--- src/rtl/itrd_pkg.sv ---
// ----------------------------------------------------------------------------
// itrd_pkg
// Shared types, constants and helpers of the integer to radix digits block.
// ----------------------------------------------------------------------------
package itrd_pkg;

  localparam int MAG_W          = 64;  // widest magnitude handled
  localparam int DIV_BITS       = 8;   // dividend bits consumed per divider cycle
  localparam int MAX_DIGITS_DEF = 64;
  localparam int DIGIT_W        = 4;
  localparam int CHAR_W         = 8;
  localparam int RADIX_W        = 5;
  localparam int CFG_IDX_W      = 2;
  localparam int CFG_DATA_W     = 64;

  localparam logic [RADIX_W-1:0] MIN_RADIX = 5'd2;
  localparam logic [RADIX_W-1:0] MAX_RADIX = 5'd16;

  localparam logic [CHAR_W-1:0] MINUS_CHAR = 8'h2D;

  // Opcodes
  localparam logic [1:0] OP_S32 = 2'd0;
  localparam logic [1:0] OP_U32 = 2'd1;
  localparam logic [1:0] OP_U64 = 2'd2;

  // Register indexes
  localparam logic [CFG_IDX_W-1:0] CFG_RADIX      = 2'd0;
  localparam logic [CFG_IDX_W-1:0] CFG_CHARS_LOW  = 2'd1;
  localparam logic [CFG_IDX_W-1:0] CFG_CHARS_HIGH = 2'd2;

  // Reset values: radix 10, table "0123456789abcdef"
  localparam logic [RADIX_W-1:0]    RADIX_RST      = 5'd10;
  localparam logic [CFG_DATA_W-1:0] CHARS_LOW_RST  = 64'h3736_3534_3332_3130;
  localparam logic [CFG_DATA_W-1:0] CHARS_HIGH_RST = 64'h6665_6463_6261_3938;

  typedef struct packed {
    logic             neg;
    logic [MAG_W-1:0] mag;
  } itrd_job_t;

  typedef struct packed {
    logic [RADIX_W-1:0]    radix;
    logic [CFG_DATA_W-1:0] chars_low;
    logic [CFG_DATA_W-1:0] chars_high;
  } itrd_cfg_t;

  // Clamp the radix register into the supported range.
  function automatic logic [RADIX_W-1:0] eff_radix(input logic [RADIX_W-1:0] r);
    logic [RADIX_W-1:0] res;
    res = r;
    if (r < MIN_RADIX) res = MIN_RADIX;
    if (r > MAX_RADIX) res = MAX_RADIX;
    return res;
  endfunction

  // Look up the character of one digit value.
  function automatic logic [CHAR_W-1:0] digit_char(input itrd_cfg_t cfg,
                                                   input logic [DIGIT_W-1:0] d);
    logic [2*CFG_DATA_W-1:0] tbl;
    tbl = {cfg.chars_high, cfg.chars_low};
    return tbl[{d, 3'b000} +: CHAR_W];
  endfunction

endpackage

--- src/rtl/itrd_ram.sv ---
// ----------------------------------------------------------------------------
// itrd_ram
// Generic single-write, single-read RAM with registered read data.
// ----------------------------------------------------------------------------
module itrd_ram #(
  parameter int WIDTH = 4,
  parameter int DEPTH = 64
) (
  input  logic                     clk_i,
  input  logic                     we_i,
  input  logic [$clog2(DEPTH)-1:0] waddr_i,
  input  logic [WIDTH-1:0]         wdata_i,
  input  logic                     re_i,
  input  logic [$clog2(DEPTH)-1:0] raddr_i,
  output logic [WIDTH-1:0]         rdata_o
);

  logic [WIDTH-1:0] mem_q [DEPTH];
  logic [WIDTH-1:0] rdata_q;

  always_ff @(posedge clk_i) begin
    if (we_i) begin
      mem_q[waddr_i] <= wdata_i;
    end
    if (re_i) begin
      rdata_q <= mem_q[raddr_i];
    end
  end

  assign rdata_o = rdata_q;

endmodule

--- src/rtl/itrd_front.sv ---
// ----------------------------------------------------------------------------
// itrd_front
// Accepts numbers, resolves sign and magnitude, queues jobs in a 2-entry FIFO.
// ----------------------------------------------------------------------------
module itrd_front
  import itrd_pkg::*;
(
  input  logic                  clk_i,
  input  logic                  rst_ni,
  input  logic                  in_valid_i,
  output logic                  in_stall_o,
  input  logic [MAG_W-1:0]      number_value_i,
  input  logic [1:0]            opcode_i,
  output logic                  job_valid_o,
  output itrd_job_t             job_o,
  input  logic                  job_pop_i
);

  itrd_job_t   entry_q [2];
  logic        wr_ptr_q, rd_ptr_q;
  logic [1:0]  fill_q;
  itrd_job_t   job_new;
  logic [31:0] v32;
  logic        push;

  // Classify by opcode; unused opcode behaves as unsigned 64-bit.
  always_comb begin
    v32         = number_value_i[31:0];
    job_new.neg = 1'b0;
    job_new.mag = number_value_i;
    case (opcode_i)
      OP_S32: begin
        job_new.neg = v32[31];
        job_new.mag = {32'b0, (v32[31] ? (~v32 + 32'd1) : v32)};
      end
      OP_U32: begin
        job_new.mag = {32'b0, v32};
      end
      default: begin
        job_new.mag = number_value_i;
      end
    endcase
  end

  assign in_stall_o  = (fill_q == 2'd2);
  assign push        = in_valid_i && !in_stall_o;
  assign job_valid_o = (fill_q != 2'd0);
  assign job_o       = entry_q[rd_ptr_q];

  always_ff @(posedge clk_i or negedge rst_ni) begin
    if (!rst_ni) begin
      wr_ptr_q <= 1'b0;
      rd_ptr_q <= 1'b0;
      fill_q   <= 2'd0;
    end else begin
      if (push) begin
        wr_ptr_q <= ~wr_ptr_q;
      end
      if (job_pop_i) begin
        rd_ptr_q <= ~rd_ptr_q;
      end
      fill_q <= fill_q + {1'b0, push} - {1'b0, job_pop_i};
    end
  end

  always_ff @(posedge clk_i) begin
    if (push) begin
      entry_q[wr_ptr_q] <= job_new;
    end
  end

endmodule

--- src/rtl/itrd_back.sv ---
// ----------------------------------------------------------------------------
// itrd_back
// Divides a job into digits onto a stack RAM, then emits sign and digits.
// ----------------------------------------------------------------------------
module itrd_back
  import itrd_pkg::*;
#(
  parameter int MAX_DIGITS = MAX_DIGITS_DEF
) (
  input  logic              clk_i,
  input  logic              rst_ni,
  input  itrd_cfg_t         cfg_i,
  input  logic              job_valid_i,
  input  itrd_job_t         job_i,
  output logic              job_pop_o,
  output logic              out_valid_o,
  input  logic              out_stall_i,
  output logic [CHAR_W-1:0] out_char_o,
  output logic              last_char_o
);

  localparam int IdxW   = $clog2(MAX_DIGITS);
  localparam int CntW   = $clog2(MAX_DIGITS + 1);
  localparam int PhaseW = $clog2(MAG_W / DIV_BITS);
  localparam logic [PhaseW-1:0] PhaseLast = PhaseW'(MAG_W / DIV_BITS - 1);

  typedef enum logic [2:0] {
    ST_IDLE,
    ST_DIV,
    ST_SIGN,
    ST_READ,
    ST_WAIT
  } state_e;

  state_e             state_q;
  logic [MAG_W-1:0]   mag_q;
  logic [DIGIT_W-1:0] rem_q;
  logic               neg_q;
  logic [PhaseW-1:0]  phase_q;
  logic [CntW-1:0]    count_q;
  logic               out_valid_q;
  logic [CHAR_W-1:0]  out_char_q;
  logic               out_last_q;

  logic [RADIX_W-1:0] radix_eff;
  logic [MAG_W-1:0]   div_mag;
  logic [DIGIT_W-1:0] div_rem;
  logic [CntW-1:0]    count_dec;
  logic [DIGIT_W-1:0] rd_digit;
  logic               out_free;
  logic               out_load;
  logic               ram_we;
  logic               ram_re;

  assign radix_eff = eff_radix(cfg_i.radix);

  // Restoring long division, DIV_BITS dividend bits per cycle; quotient
  // bits shift into the bottom of the magnitude register.
  always_comb begin
    logic [MAG_W-1:0]   m;
    logic [DIGIT_W-1:0] rm;
    logic [DIGIT_W:0]   t;
    m  = mag_q;
    rm = rem_q;
    t  = '0;
    for (int i = 0; i < DIV_BITS; i++) begin
      t = {rm, m[MAG_W-1]};
      m = {m[MAG_W-2:0], 1'b0};
      if (t >= radix_eff) begin
        m[0] = 1'b1;
        rm   = DIGIT_W'(t - radix_eff);
      end else begin
        rm   = t[DIGIT_W-1:0];
      end
    end
    div_mag = m;
    div_rem = rm;
  end

  assign count_dec = count_q - CntW'(1);
  assign out_free  = !out_valid_q || !out_stall_i;
  assign out_load  = out_free && ((state_q == ST_SIGN) || (state_q == ST_WAIT));
  assign job_pop_o = (state_q == ST_IDLE) && job_valid_i;
  assign ram_we    = (state_q == ST_DIV) && (phase_q == PhaseLast);
  assign ram_re    = (state_q == ST_READ);

  itrd_ram #(
    .WIDTH (DIGIT_W),
    .DEPTH (MAX_DIGITS)
  ) u_stack (
    .clk_i   (clk_i),
    .we_i    (ram_we),
    .waddr_i (count_q[IdxW-1:0]),
    .wdata_i (div_rem),
    .re_i    (ram_re),
    .raddr_i (count_dec[IdxW-1:0]),
    .rdata_o (rd_digit)
  );

  always_ff @(posedge clk_i or negedge rst_ni) begin
    if (!rst_ni) begin
      state_q     <= ST_IDLE;
      mag_q       <= '0;
      rem_q       <= '0;
      neg_q       <= 1'b0;
      phase_q     <= '0;
      count_q     <= '0;
      out_valid_q <= 1'b0;
      out_char_q  <= '0;
      out_last_q  <= 1'b0;
    end else begin
      if (out_load) begin
        out_valid_q <= 1'b1;
      end else if (!out_stall_i) begin
        out_valid_q <= 1'b0;
      end
      unique case (state_q)
        ST_IDLE: begin
          if (job_valid_i) begin
            mag_q   <= job_i.mag;
            neg_q   <= job_i.neg;
            rem_q   <= '0;
            phase_q <= '0;
            count_q <= '0;
            state_q <= ST_DIV;
          end
        end
        ST_DIV: begin
          mag_q   <= div_mag;
          phase_q <= phase_q + PhaseW'(1);
          if (phase_q == PhaseLast) begin
            rem_q   <= '0;
            count_q <= count_q + CntW'(1);
            // Stop on a zero quotient or a full stack.
            if ((div_mag == '0) || (count_q == CntW'(MAX_DIGITS - 1))) begin
              state_q <= neg_q ? ST_SIGN : ST_READ;
            end
          end else begin
            rem_q <= div_rem;
          end
        end
        ST_SIGN: begin
          if (out_free) begin
            out_char_q  <= MINUS_CHAR;
            out_last_q  <= 1'b0;
            state_q     <= ST_READ;
          end
        end
        ST_READ: begin
          count_q <= count_dec;
          state_q <= ST_WAIT;
        end
        ST_WAIT: begin
          if (out_free) begin
            out_char_q  <= digit_char(cfg_i, rd_digit);
            out_last_q  <= (count_q == '0);
            state_q     <= (count_q == '0) ? ST_IDLE : ST_READ;
          end
        end
        default: begin
          state_q <= ST_IDLE;
        end
      endcase
    end
  end

  assign out_valid_o = out_valid_q;
  assign out_char_o  = out_char_q;
  assign last_char_o = out_last_q;

endmodule

--- src/rtl/integer_to_radix_digits_core.sv ---
// ----------------------------------------------------------------------------
// integer_to_radix_digits_core
// Converts integers to character strings in a configurable radix.
// ----------------------------------------------------------------------------
// Usage:
//   Input channel (in_valid_i / in_stall_o): one number and an opcode per
//   transaction: signed 32-bit, unsigned 32-bit or unsigned 64-bit.
//   Output channel (out_valid_o / out_stall_i): one character per
//   transaction, most significant digit first, a leading '-' for signed
//   negatives; last_char_o marks the final character of each number.
//   Configuration port: write radix (index 0) and the two halves of the
//   16-entry digit table (indexes 1, 2) while the block is idle.
// Operation:
//   The front queues up to two classified numbers. The back divides with a
//   single long-division unit that runs over the whole magnitude for each
//   digit, pushing digits onto a stack RAM; emission then reads each digit
//   off the stack and loads it into the output register, after a '-' for
//   a negative number.
// Reset and stall:
//   Reset empties the queue, idles the back, drops any pending character and
//   restores radix 10 with table "0123456789abcdef". A stalled receiver holds
//   the output register; the back waits, and the queue keeps taking input
//   until it is full.
// ----------------------------------------------------------------------------
module integer_to_radix_digits_core
  import itrd_pkg::*;
#(
  parameter int MAX_DIGITS = MAX_DIGITS_DEF
) (
  input  logic                  clk_i,
  input  logic                  rst_ni,
  // configuration
  input  logic                  cfg_we_i,
  input  logic [CFG_IDX_W-1:0]  cfg_index_i,
  input  logic [CFG_DATA_W-1:0] cfg_wdata_i,
  // input channel
  input  logic                  in_valid_i,
  output logic                  in_stall_o,
  input  logic [MAG_W-1:0]      number_value_i,
  input  logic [1:0]            opcode_i,
  // output channel
  output logic                  out_valid_o,
  input  logic                  out_stall_i,
  output logic [CHAR_W-1:0]     out_char_o,
  output logic                  last_char_o
);

  itrd_cfg_t cfg_q;
  itrd_job_t job;
  logic      job_valid;
  logic      job_pop;

  // Configuration registers; writes beyond the list are dropped.
  always_ff @(posedge clk_i or negedge rst_ni) begin
    if (!rst_ni) begin
      cfg_q.radix      <= RADIX_RST;
      cfg_q.chars_low  <= CHARS_LOW_RST;
      cfg_q.chars_high <= CHARS_HIGH_RST;
    end else if (cfg_we_i) begin
      unique case (cfg_index_i)
        CFG_RADIX:      cfg_q.radix      <= cfg_wdata_i[RADIX_W-1:0];
        CFG_CHARS_LOW:  cfg_q.chars_low  <= cfg_wdata_i;
        CFG_CHARS_HIGH: cfg_q.chars_high <= cfg_wdata_i;
        default:        ;
      endcase
    end
  end

  // Front: classify and queue.
  itrd_front u_front (
    .clk_i          (clk_i),
    .rst_ni         (rst_ni),
    .in_valid_i     (in_valid_i),
    .in_stall_o     (in_stall_o),
    .number_value_i (number_value_i),
    .opcode_i       (opcode_i),
    .job_valid_o    (job_valid),
    .job_o          (job),
    .job_pop_i      (job_pop)
  );

  // Back: divide, stack and emit.
  itrd_back #(
    .MAX_DIGITS (MAX_DIGITS)
  ) u_back (
    .clk_i       (clk_i),
    .rst_ni      (rst_ni),
    .cfg_i       (cfg_q),
    .job_valid_i (job_valid),
    .job_i       (job),
    .job_pop_o   (job_pop),
    .out_valid_o (out_valid_o),
    .out_stall_i (out_stall_i),
    .out_char_o  (out_char_o),
    .last_char_o (last_char_o)
  );

endmodule

--- config.mk ---
export PLATFORM = sky130hd
export DESIGN_NAME = integer_to_radix_digits_core
export DESIGN_NICKNAME = d
export VERILOG_FILES = /design/src/rtl/itrd_pkg.sv /design/src/rtl/itrd_ram.sv /design/src/rtl/itrd_front.sv /design/src/rtl/itrd_back.sv /design/src/rtl/integer_to_radix_digits_core.sv
export SDC_FILE = /design/constraint.sdc
export NUM_CORES = 1
export LEC_CHECK = 0
export ABC_AREA = 0
export BUFFER_PORTS_ARGS = -buffer_cell sky130_fd_sc_hd__buf_2
export CORE_ASPECT_RATIO = 0.5
export CORE_MARGIN = 2
export CORE_UTILIZATION = 55
export CTS_BUF_LIST = sky130_fd_sc_hd__clkbuf_4 sky130_fd_sc_hd__clkbuf_8 sky130_fd_sc_hd__clkbuf_16
export DETAILED_ROUTE_END_ITERATION = 6
export PLACE_DENSITY = 0.73
export SLEW_MARGIN = 0
export SYNTH_ARGS = -nofsm -noshare
export SYNTH_HDL_FRONTEND = slang
export SYNTH_SLANG_ARGS = --single-unit
--- constraint.sdc ---
create_clock -name clk_i -period 40.3 [get_ports clk_i]
set_input_delay 8.06 -clock clk_i [delete_from_list [all_inputs] [get_ports clk_i]]
set_output_delay 8.06 -clock clk_i [all_outputs]
set_load 0.05 [all_outputs]
After elaboration in Yosys (flattened, before gate mapping)
Memory sizes are Yosys's and may differ from the RTL's. A register that Yosys moved wholly into a read port is not among the register bits.
Index checks and enable logic that the tools add are counted.

operators by class
  $lt $le $gt $ge = 10
  multiplexer cells = 51
  shifts and indexed selects = 1
  add/subtract/negate cells = 14
  bitwise logic cells = 3
  equality and inequality tests = 16
  multiply operators = 0
  reductions and logical operators = 27
  div/mod/pow operators = 0

operators by type and width
  operator               number
  $pmux 64 s2            2
  $shiftx 128x8->8       1
  $logic_not 64->1       1
  $mux 64                1
  $ge 5x5->1             8
  $mux 4                 10
  $add 32x1->32 const B  1
  $mux 32                1
  $not 32->32            1
  $sub 4x4->4            8
  $pmux 7 s3             1
  $mux 1                 18
  $mux 3                 6
  $mux 8                 2
  $pmux 8 s2             1
  $pmux 3 s5             1
  $mux 7                 2
  $mux 5                 2
  $reduce_and 2->1       5
  $ne 2x1->1 const B     4
  $pmux 4 s2             1
  $add 7x1->7 const B    1
  $eq 7x6->1 const B     1
  $logic_not 7->1        1
  other kinds (25)       42

storage, ports and cells
  memory bits (writable) = 386
  register bits = 229
  word-level logic and storage cells = 139
  output and inout port bits = 11
  ROM bits = 0
  bits of input ports = 137
  latch bits = 0
  memories kept = 2

memories
  name                  depth  bits a word  read ports  clocked after memory_dff  write ports  RTL line          RTL
  u_back.u_stack.mem_q  64     4            1           1                         1            itrd_ram.sv:18    logic [WIDTH-1:0] mem_q [DEPTH];
  u_front.entry_q       2      65           1           0                         1            itrd_front.sv:19  itrd_job_t entry_q [2];

Longest topological paths before layout
Gate-level depths: netlist of run 1.

  word-level depth = 24
  mapped depth = 53
  mapped depth without buffers = 51

Modules after synthesis
A second synthesis of run 1 with hierarchy kept.

unflattened totals
  cell total of the unflattened synthesis = 1880
  area, all modules = 28722.5 µm²

by module, submodules not included
  module                        area each (µm²)  cells each  instances  sequential area each (µm²)
  itrd_ram                      10447.5          521         1          7807.5
  itrd_back                     6945.4           721         1          2302.2
  itrd_front                    5803.1           355         1          4003.8
  integer_to_radix_digits_core  5526.6           283         1          3400.8

Worst setup path after synthesis of run 1
Ideal clock, no wire load.

  kind = register to register
  start = register cfg_q[131] in the netlist's numbering
  end = memory u_back.u_stack.mem_q[0][1], data pin
  setup time = 0.571 ns
  slack = 26.647 ns
  required time = 39.729 ns
  cell stages (with the launch flop) = 49
  buffers on the path = 2
  clock period less this slack = 13.653 ns
  arrival time = 13.082 ns
  cells stage by stage = dfstp_2 nor2_1 o21ai_0 ha_1 a21o_1 a31oi_1 o21ai_1 mux2_2 ha_1 a21o_1 a31oi_1 o21ai_1 mux2i_1 inv_1 ha_1 a21oi_1 o21ai_0 a31oi_2 [... 13 more ...] nor2_1 a21oi_1 ha_1 a21o_1 a31oi_1 o21ai_2 mux2_2 inv_1 ha_1 a311o_1 o22ai_2 mux2_2 inv_1 ha_1 nor2b_1 o21ai_0 a31oi_1 mux2i_1

on the way
  cells in the longest elaborated chain, start to end = 19
  elaborated cells on any way between the ends = 28
  those cells by class = add/sub (8); order compare (10); mux (10)

ends and longest elaborated chain
  what                                              RTL line                            RTL
  from (decl)                                       integer_to_radix_digits_core.sv:48  itrd_cfg_t cfg_q;
  $lt 5x2->1                                        itrd_pkg.sv:51                      if (r < MIN_RADIX) res = MIN_RADIX;
  $mux 5                                            itrd_pkg.sv:51
  $mux 5 *                                          itrd_pkg.sv:52                      if (r > MAX_RADIX) res = MAX_RADIX;
  $sub 4x4->4 / $ge 5x5->1 (equally long branches)  itrd_back.sv:71, itrd_back.sv:69
  $mux 4                                            itrd_back.sv:69                     if (t >= radix_eff) begin
  $sub 4x4->4 / $ge 5x5->1 (equally long branches)  itrd_back.sv:71, itrd_back.sv:69
  $mux 4                                            itrd_back.sv:69
  $sub 4x4->4 / $ge 5x5->1 (equally long branches)  itrd_back.sv:71, itrd_back.sv:69
  [... 4 more ...]                                  n/a
  $mux 4                                            itrd_back.sv:69
  $sub 4x4->4 / $ge 5x5->1 (equally long branches)  itrd_back.sv:71, itrd_back.sv:69
  $mux 4                                            itrd_back.sv:69
  $ge 5x5->1 / $sub 4x4->4 (equally long branches)  itrd_back.sv:69, itrd_back.sv:71
  $mux 4                                            itrd_back.sv:69
  $sub 4x4->4 / $ge 5x5->1 (equally long branches)  itrd_back.sv:71, itrd_back.sv:69
  $mux 4 *                                          itrd_back.sv:69
  via u_back.div_rem[1]                             itrd_back.sv:47                     logic [DIGIT_W-1:0] div_rem;
  to (decl)                                         itrd_ram.sv:18

The timed path passes the listed nets; every way through them passes the cells marked *.

Worst setup path after layout of run 1
  start = register cfg_q[132] in the netlist's numbering
  end = memory u_back.u_stack.mem_q[55][2], data pin

The elaborated chain is that of the path after synthesis.

==> run_results.csv, run 1 <==
group,metric,value,unit
synth,synth_top_area_share,42.3,%
placed_design,gp_congestion,0.854,
synth,syn_area,0.0277,mm2
run_status,status,"complete, no violations",
worst_setup_path,crit_top_cell,"ha_1",
synth,synth_edf_count,390,
worst_setup_path,worstSetupStartpointType,"flop",
worst_setup_path,worstReg2RegEnd,"u_back.u_stack.mem_q[55][2]",
worst_setup_path,critical_path.slowest_cell,"mux2_2",
finish,fin_nets,2092,
sta,maxSlewHeadroom,16.3,%
finish,nFillCells,3699,
clocking,cts_made_buffers,52,
worst_setup_path,critPathCaptureType,"flop",
sta,finalHoldViolCount,0,
sta,slew_violations,0,
sta,finalCriticalPeriod,14.25,ns
worst_setup_path,worst-setup-path-type,"flop to flop",
global_routing,grt_max_degree,107,
routing,first_pass_iters,5,
die,die_h,163,um
clocking,clockBufferDepth,3,
min_path,holdCritPathClass,"flop to flop",
worst_setup_path,worstPathMaxFanout,64,
run,maxCapViolCount,0,
synth,syn_inst,1767,
min_path,hold_start,"u_back.out_char_o[6]",
routing,vias,15572,
clocking,cts_sinks,619,
synth,synth_common_cells,"edfxtp_1, dfrtp_1, mux2_2",
worst_setup_path,r2r-start,"cfg_q[132]",
worst_setup_path,crit_arrival,14.47,ns
die,fp.dieW,321,um
clocking,clock_latency,0.60,ns
sta,tightest_slew,1.25,ns
routing,routedWlPerCell,21.7,um
routing,drt_iter0_drc,1533,
synth,avgSynthCellArea,15.7,um2
sta,fin_worst_skew,0.0246,ns
synth,synth_ff_type,"edfxtp_1",
worst_setup_path,worstPathRequired,40.52,ns
global_routing,overflow,0,
finish,areaGrowthSynthToFinish,11.2,%
routing,drt_wl_total,56600,um
clocking,cts_max_level,2,
synth,synth_fp_nets,1959,
synth,synth_area_leaders,"edfxtp_1, dfrtp_1, mux4_2",
clocking,cts_tree,"yes",
synth,yosysWarnings,0,
finish,diodes,0,
placed_design,port_buffers,147,
sta,fin_hold_ws,0.482,ns
global_routing,grt_use_total,22.0,%
clocking,clkTransAtPathRegs,0.08,ns
worst_setup_path,r2r_cells,46,
synth,async_flop_share,37.0,%
sta,fin_crit_sh,35.4,%
clocking,holdBufCountCts,0,
worst_setup_path,slowest_delay,0.96,ns
placed_design,hpwl,36700,um
sta,rsz0062_at_grt,"false",
clocking,cts_root_buf,"clkbuf_16",
die,io_pins,148,
synth,synth-seq-cells,619,
min_path,hold_path_depth,2,
clocking,cts_setup_buffers,0,
synth,yosysMostFrequentCell,"edfxtp_1",
die,start_util,55.4,%
die,fp.coreArea,0.0500,mm2
sta,fmax,70.2,MHz
die,row_count,58,
finish,layout-drive-gt1-share,34.0,%
routing,vias_per_cell,5.98,
routing,drc,0,
synth,ys_types,67,
global_routing,grt_pass1_vias,15876,
synth,ys_seq_area_share,63.3,%
global_routing,grt_pass1_wl,89400,um
clocking,ctsResizeCount,0,
synth,synth_area_leader_cell,"edfxtp_1",
die,die-area,0.0523,mm2
routing,antenna_left,0,
global_routing,antenna_found_initial,0,
sta,tns,0,ns
worst_setup_path,rrSetupSlack,26.05,ns
sta,setup_viol,0,
min_path,min_to,"u_back.out_char_o[6]",
[layout make-up]
cell class	instances	area, um2	area share, %
clock inverter	23	150	0.488
sequential	619	17500	56.9
inverter	45	169	0.549
multi-input combinational	1013	9680	31.4
clock buffer	74	1530	4.98
tap	660	826	2.68
timing repair buffer	169	911	2.96
[cell usage in the layout, fill, tap and decap left out, drive strengths merged, types with 9 or more instances in the layout]
cell and instances:
a21o 15, a21oi 51, a31oi 11, and2 38, buf 169, clkbuf 74, clkinv 18, dfrtp 171
dfstp 58, edfxtp 390, ha 47, inv 47, mux2 153, mux2i 68, mux4 120, nand2 103
nand2b 13, nand3 12, nor2 106, nor3 13, nor4 21, o21ai 35, o221a 48, o22ai 11
or3 9, xnor2 27, xor2 29
[cell families (layout without fill, tap and decap cells)]
| logic type | Yosys count | in the layout | share of synthesized area (%) |
|---|---|---|---|
| xor gates and xnor gates | 56 | 56 | 1.77 |
| AOI/OAI and AO/OA | 215 | 215 | 5.88 |
| muxes | 341 | 341 | 18.4 |
| adders and majority gates | 55 | 55 | 2.70 |
| DFF | 619 | 619 | 63.3 |
| and+or+nand+nor | 346 | 346 | 6.02 |
| buffers and inverters | 135 | 311 | 1.92 |
[worst max path at each step]
| stage | startpoint | endpoint | slack [ns] |
|---|---|---|---|
| after floorplan | cfg_q[131] | u_back.u_stack.mem_q[0][1] | 26.65 |
| after global placement | cfg_q[132] | u_back.u_stack.mem_q[32][2] | 26.76 |
| after detailed placement | cfg_q[132] | u_back.u_stack.mem_q[33][2] | 26.22 |
| after CTS | cfg_q[132] | u_back.u_stack.mem_q[9][2] | 26.18 |
| after global routing | cfg_q[132] | u_back.u_stack.mem_q[57][2] | 24.95 |
| final | cfg_q[132] | u_back.u_stack.mem_q[55][2] | 26.05 |
[metrics by stage]
step                setup slack [ns]  utilization [%]  area, um2  instances
floorplan                      26.65                -      27700       1767
global placement               26.76             58.2      29100       2506
detailed placement             26.22             58.2      29100       2506
CTS                            26.18             61.6      30800       2603
global route                   24.95             61.6      30800       2603
finish                         26.05             61.6      30800       2603
[sequential cells by signal, indices dropped and copies added (netlist names)]
name / cells
u_back.mag_q: 64
u_back.count_q: 7
u_back.neg_q: 1
u_front.wr_ptr_q: 1
u_back.phase_q: 3
u_back.rem_q: 4
u_front.entry_q: 130
u_back.out_char_o: 8
u_front.fill_q: 2
cfg_q: 133
u_front.rd_ptr_q: 1
u_back.state_q: 3
u_back.u_stack.rdata_o: 4
u_back.last_char_o: 1
u_back.out_valid_o: 1
u_back.u_stack.mem_q: 256
[per-layer routing]
layer	up-vias	track usage (%)	part of all wire (%)
li1	7067	-	-
met3	91	3.93	5.8
met1	7977	31.8	45
met2	437	35.2	48
met4	0	4.93	1.9
met5	-	0	0
[worst max-delay path, delay by kind of cell (launching register included)]
kind                       cells  cell delay (ns)
muxes                          6             2.88
buffers and inverters          6             0.90
adders and majority gates      8             2.64
DFF                            1             0.36
and+or+nand+nor                4             1.23
AOI/OAI and AO/OA             22             5.77
Power of run 1 is left out: the tool's default activity adds up to more than one toggle a clock period on the data nets, which glitch-free logic cannot reach.
==> run 2, diff against run 1 <==
==> constraint.sdc (replaced) <==
create_clock -name clk_i -period 13.8 [get_ports clk_i]
set_input_delay 2.76 -clock clk_i [delete_from_list [all_inputs] [get_ports clk_i]]
set_output_delay 2.76 -clock clk_i [all_outputs]
set_load 0.05 [all_outputs]
==> run 2 against run 1 <==
Compared with the run above: sequential cell count stayed put; core utilization increased by 0.21 points; first-iteration DRC count down 7.7%; final cell count increased by 0.15%; routed wire length increased by 1.0%; global-route usage hardly changed; register-to-register slack worse by 25 ns; critical path depth up 4; setup slack got worse by 25 ns; count of clock-buffer cells in the layout shrank 7; critical endpoint is now u_back.u_stack.mem_q[35][1].
==> run_results.csv, run 2 (same netlist as run 1, synthesis figures left out) <==
group,metric,value,unit
worst_setup_path,r2r_cells,50,
sta,tightest_slew,1.21,ns
finish,areaGrowthSynthToFinish,11.6,%
min_path,min_to,"u_back.out_char_o[6]",
sta,slew_violations,0,
worst_setup_path,r2r-start,"cfg_q[132]",
sta,rsz0062_at_grt,"false",
worst_setup_path,worstPathRequired,14.13,ns
sta,fin_crit_sh,93.3,%
clocking,clock_latency,0.60,ns
worst_setup_path,rrSetupSlack,0.93,ns
min_path,hold_start,"u_back.out_char_o[6]",
placed_design,gp_congestion,0.865,
min_path,hold_path_depth,2,
clocking,clkTransAtPathRegs,0.07,ns
finish,nFillCells,3653,
clocking,clockBufferDepth,3,
clocking,cts_max_level,2,
clocking,cts_root_buf,"clkbuf_16",
die,start_util,55.4,%
finish,layout-drive-gt1-share,34.4,%
routing,antenna_left,0,
routing,drc,0,
sta,maxSlewHeadroom,19.4,%
finish,fin_area,0.0309,mm2
worst_setup_path,crit_arrival,13.20,ns
global_routing,grt.met2_usage,36.1,%
placed_design,port_buffers,147,
worst_setup_path,worstSetupStartpointType,"flop",
routing,vias,15595,
worst_setup_path,critPathCaptureType,"flop",
clocking,cts_setup_buffers,0,
placed_design,post_dp_cell_area,0.0291,mm2
die,fp.dieW,321,um
global_routing,grt_use_total,21.9,%
worst_setup_path,worstPathMaxFanout,65,
worst_setup_path,critical_path.slowest_cell,"ha_1",
clocking,ctsResizeCount,0,
finish,fin_nets,2094,
sta,fin_worst_skew,0.0179,ns
sta,setup_viol,0,
clocking,cts_made_buffers,53,
global_routing,grt_pass1_wl,88700,um
die,die-area,0.0523,mm2
finish,diodes,0,
finish,final_cell_mix,"edfxtp_1, dfrtp_1, mux2_2",
clocking,cts_sinks,619,
global_routing,antenna_found_initial,1,
die,io_pins,148,
finish,largest_reg_flops,256,
sta,fmax,77.7,MHz
run_status,status,"complete, no violations",
global_routing,top_usage_layer,"met2",
worst_setup_path,slowest_delay,0.48,ns
die,die_h,163,um
global_routing,gr-usage-met1,31.4,%
global_routing,use_met3,3.74,%
die,row_count,58,
placed_design,hpwl,36900,um
finish,largest_register,"u_back.u_stack.mem_q",
routing,routedWlPerCell,21.9,um
sta,tns,0,ns
routing,first_pass_iters,5,
min_path,holdCritPathClass,"flop to flop",
clocking,holdBufCountCts,0,
finish,reg.largest.list,"u_back.u_stack.mem_q (256), cfg_q (133), u_front.entry_q (130)",
die,fp.coreArea,0.0500,mm2
run,maxCapViolCount,0,
finish,final_common_cell,"edfxtp_1",
worst_setup_path,worstReg2RegEnd,"u_back.u_stack.mem_q[35][1]",
global_routing,grt_pass1_vias,15592,
routing,drt_wl_total,57200,um
clocking,cts_tree,"yes",
routing,drt_iter0_drc,1415,
global_routing,grt_max_degree,109,
worst_setup_path,worst-setup-path-type,"flop to flop",
sta,finalHoldViolCount,0,
routing,vias_per_cell,5.98,
global_routing,overflow,0,
worst_setup_path,crit_top_cell,"ha_1",
sta,finalCriticalPeriod,12.87,ns
[run 2: changes by cell type in the layout (fill, tap and decap cells not counted), sizes merged]
cell	previous run	this run
buf	169	170
bufinv	1	4
clkbuf	74	67
clkinv	18	22
clkinvlp	2	4
inv	47	48
[run 2: metrics by stage]
step	worst slack, ns	hold WS (ns)	utilization, %	instances
detailed placement	0.414	0.466	58.2	2507
global placement	0.903	0.459	58.2	2507
global route	0.0610	0.515	61.8	2607
floorplan	0.147	0.451	-	1767
finish	0.930	0.471	61.8	2607
CTS	0.402	0.480	61.7	2607
[run 2: worst max path at each step]
stage                     startpoint                          end  slack [ns]  cells past startpoint
after floorplan           cfg_q[131]   u_back.u_stack.mem_q[0][1]        0.15                     48
after global placement    cfg_q[132]  u_back.u_stack.mem_q[34][2]        0.90                     46
after detailed placement  cfg_q[132]  u_back.u_stack.mem_q[35][2]        0.41                     46
after CTS                 cfg_q[132]  u_back.u_stack.mem_q[42][2]        0.40                     46
after global routing      cfg_q[132]  u_back.u_stack.mem_q[35][1]        0.06                     50
final                     cfg_q[132]  u_back.u_stack.mem_q[35][1]        0.93                     50
[run 2: final cells by class]
cell class | count | area (um2) | share of cell area, %
Sequential cell | 619 | 17500 | 56.7
Inverter | 45 | 169 | 0.547
Tap cell | 660 | 826 | 2.67
Clock buffer | 67 | 1460 | 4.71
Clock inverter | 33 | 300 | 0.972
Timing Repair Buffer | 170 | 926 | 3.00
Multi-Input combinational cell | 1013 | 9700 | 31.4
[run 2: per-layer routing]
metal,vias up,routed length [um]
li1,7085,-
met1,8022,25400
met2,424,27900
met3,64,3120
met4,0,811
met5,-,0
[run 2: worst max-delay path, delay by kind of cell (launching register included)]
family / cells / cell delay (ns)
multiplexers: 6 / 2.16
adder cells (fa/ha/maj): 8 / 2.54
AND/OR/NAND/NOR: 5 / 1.10
buffers and inverters: 9 / 1.64
flip-flops: 1 / 0.36
AO/OA/AOI/OAI: 22 / 4.79
Power of run 2 is left out for the same reason.
==> run 3, diff against run 2 <==
--- a/config.mk
+++ b/config.mk
@@ -6,12 +6,12 @@
 export NUM_CORES = 1
 export LEC_CHECK = 0
 export ABC_AREA = 0
-export BUFFER_PORTS_ARGS = -buffer_cell sky130_fd_sc_hd__buf_2
 export CORE_ASPECT_RATIO = 0.5
 export CORE_MARGIN = 2
 export CORE_UTILIZATION = 55
 export CTS_BUF_LIST = sky130_fd_sc_hd__clkbuf_4 sky130_fd_sc_hd__clkbuf_8 sky130_fd_sc_hd__clkbuf_16
 export DETAILED_ROUTE_END_ITERATION = 6
+export DONT_BUFFER_PORTS = 1
 export PLACE_DENSITY = 0.73
 export SLEW_MARGIN = 0
 export SYNTH_ARGS = -nofsm -noshare
==> constraint.sdc (replaced) <==
create_clock -name clk_i -period 11.3 [get_ports clk_i]
set_input_delay 2.26 -clock clk_i [delete_from_list [all_inputs] [get_ports clk_i]]
set_output_delay 2.26 -clock clk_i [all_outputs]
set_load 0.05 [all_outputs]
==> run 3 against run 2 <==
Compared with the run above: register-to-register slack got worse by 0.45 ns; core utilization shrank 0.47 points; clock skew grew 0.0095 ns; critical path depth increased by 4; routed wire length grew 2.4%; via count is 2.1% lower; non-clock buffer count fell by 116; sequential share of layout area grew 0.43 points; final cell count down 4.4%; global-route usage is 0.42 points higher; critical endpoint is now u_back.rem_q[1].
==> run_results.csv, run 3 (same netlist as run 1, synthesis figures left out) <==
group,metric,value,unit
global_routing,overflow,0,
finish,reg.largest.list,"u_back.u_stack.mem_q (256), cfg_q (133), u_front.entry_q (130)",
worst_setup_path,slowest_delay,0.40,ns
finish,nFillCells,3631,
finish,final_common_cell,"edfxtp_1",
placed_design,gp_congestion,0.803,
routing,wl_met3,4430,um
min_path,holdCritPathClass,"flop to flop",
die,fp.dieW,321,um
finish,layout-drive-gt1-share,30.7,%
clocking,clkTransAtPathRegs,0.07,ns
routing,antenna_left,0,
worst_setup_path,worstPathMaxFanout,12,
worst_setup_path,worst-setup-path-type,"flop to flop",
sta,fin_crit_sh,95.8,%
global_routing,grt_use_total,22.4,%
finish,areaGrowthSynthToFinish,10.8,%
routing,drt_iter0_drc,1467,
die,fp.coreArea,0.0500,mm2
die,die_h,163,um
routing,routed.top_layer,"met4",
finish,multi_input_area,0.00981,mm2
routing,vias_per_cell,6.13,
sta,tns,0,ns
die,die-area,0.0523,mm2
worst_setup_path,worstSetupStartpointType,"flop",
finish,largest_register,"u_back.u_stack.mem_q",
routing,met1_length,24700,um
sta,fin_worst_skew,0.0274,ns
clocking,clockBufferDepth,3,
clocking,cts_made_buffers,53,
routing,drt_wl_total,58500,um
worst_setup_path,critPathCaptureType,"flop",
worst_setup_path,rrSetupSlack,0.48,ns
clocking,cts_root_buf,"clkbuf_16",
placed_design,port_buffers,0,
finish,diodes,0,
run,maxCapViolCount,0,
sta,slew_violations,0,
finish,seq_area,0.0175,mm2
die,io_pins,148,
global_routing,antenna_found_initial,0,
clocking,cts_max_level,2,
sta,tightest_slew,1.22,ns
run_status,status,"complete, no violations",
clocking,holdBufCountCts,0,
finish,largest_reg_flops,256,
clocking,clock_latency,0.61,ns
worst_setup_path,crit_arrival,11.33,ns
worst_setup_path,crit_top_cell,"ha_1",
global_routing,grt_pass1_wl,89800,um
clocking,cts_tree,"yes",
sta,maxSlewHeadroom,18.4,%
sta,finalCriticalPeriod,10.82,ns
sta,fin_hold_ws,0.501,ns
worst_setup_path,critical_path.slowest_cell,"dfrtp_1",
routing,drc,0,
routing,wl_met2,28300,um
routing,vias,15270,
sta,fmax,92.4,MHz
global_routing,grt_pass1_vias,15688,
sta,finalHoldViolCount,0,
die,start_util,55.4,%
die,row_count,58,
placed_design,hpwl,36600,um
routing,first_pass_iters,6,
clocking,cts_sinks,619,
global_routing,grt_max_degree,230,
finish,fin_nets,1978,
finish,final_cell_mix,"edfxtp_1, dfrtp_1, mux2_2",
routing,routedWlPerCell,23.5,um
sta,setup_viol,0,
worst_setup_path,worstPathRequired,11.81,ns
## run 3: changes by cell type in the layout (fill, tap and decap cells not counted), moves of 3 or more
cell        before  now
clkbuf_4        10   16
clkbuf_16       53   56
clkinvlp_4       4    1
buf_4           21   45
buf_2          146    0
clkbuf_8         4    8
clkinv_2        14    5
buf_12           0    4
## run 3: area by class of cell
| cell class | count | area share, % |
|---|---|---|
| multi-input cells | 1013 | 32.0 |
| clock inverters | 21 | 0.783 |
| inverters | 45 | 0.551 |
| repair buffers | 54 | 1.60 |
| well taps | 660 | 2.69 |
| flip-flops and latches | 619 | 57.1 |
| clock buffers | 79 | 5.24 |
## run 3: what timing repair did
| item | CTS | global route |
|---|---|---|
| setup buffers | 2 | 14 |
| cloned | 0 | 3 |
| endpoints found under the setup margin | 258 | 263 |
| resized for setup | 9 | 13 |
| pin swaps | 2 | 9 |
## run 3: metrics by stage
step,cell area [um2],instances,setup WS (ns),utilization [%]
floorplan,27700,1767,0.0365,-
global placement,28500,2372,0.00912,57.0
detailed placement,28500,2372,-0.457,57.0
CTS,30400,2474,0.0428,60.8
global route,30700,2491,-0.175,61.3
finish,30700,2491,0.476,61.3
## run 3: final timing paths
check | from | to | cells after the start
worst max-delay path | cfg_q[130] | u_back.rem_q[1] | 54
worst min-delay path | cfg_q[49] | cfg_q[49] | 1
worst max register to register | cfg_q[130] | u_back.rem_q[1] | 54
worst min register to register | cfg_q[49] | cfg_q[49] | 1
max in group asynchronous | rst_ni | u_front.rd_ptr_q | 0
min in group asynchronous | rst_ni | cfg_q[35] | 0
## run 3: metal layers
| layer | track usage, % | vias up |
|---|---|---|
| met5 | 0 | - |
| met4 | 5.35 | 0 |
| met3 | 5.53 | 78 |
| met2 | 35.7 | 507 |
| met1 | 31.3 | 7857 |
| li1 | - | 6828 |
## run 3: critical path: cells and delay by family (launching register included)
kind                     cells  cell delay, ns
AO/OA/AOI/OAI               24            3.95
adder cells (fa/ha/maj)      8            2.26
multiplexers                 5            1.55
AND/OR/NAND/NOR              8            1.34
buffers and inverters        9            1.19
flip-flops                   1            0.40
Power of run 3 is left out for the same reason.
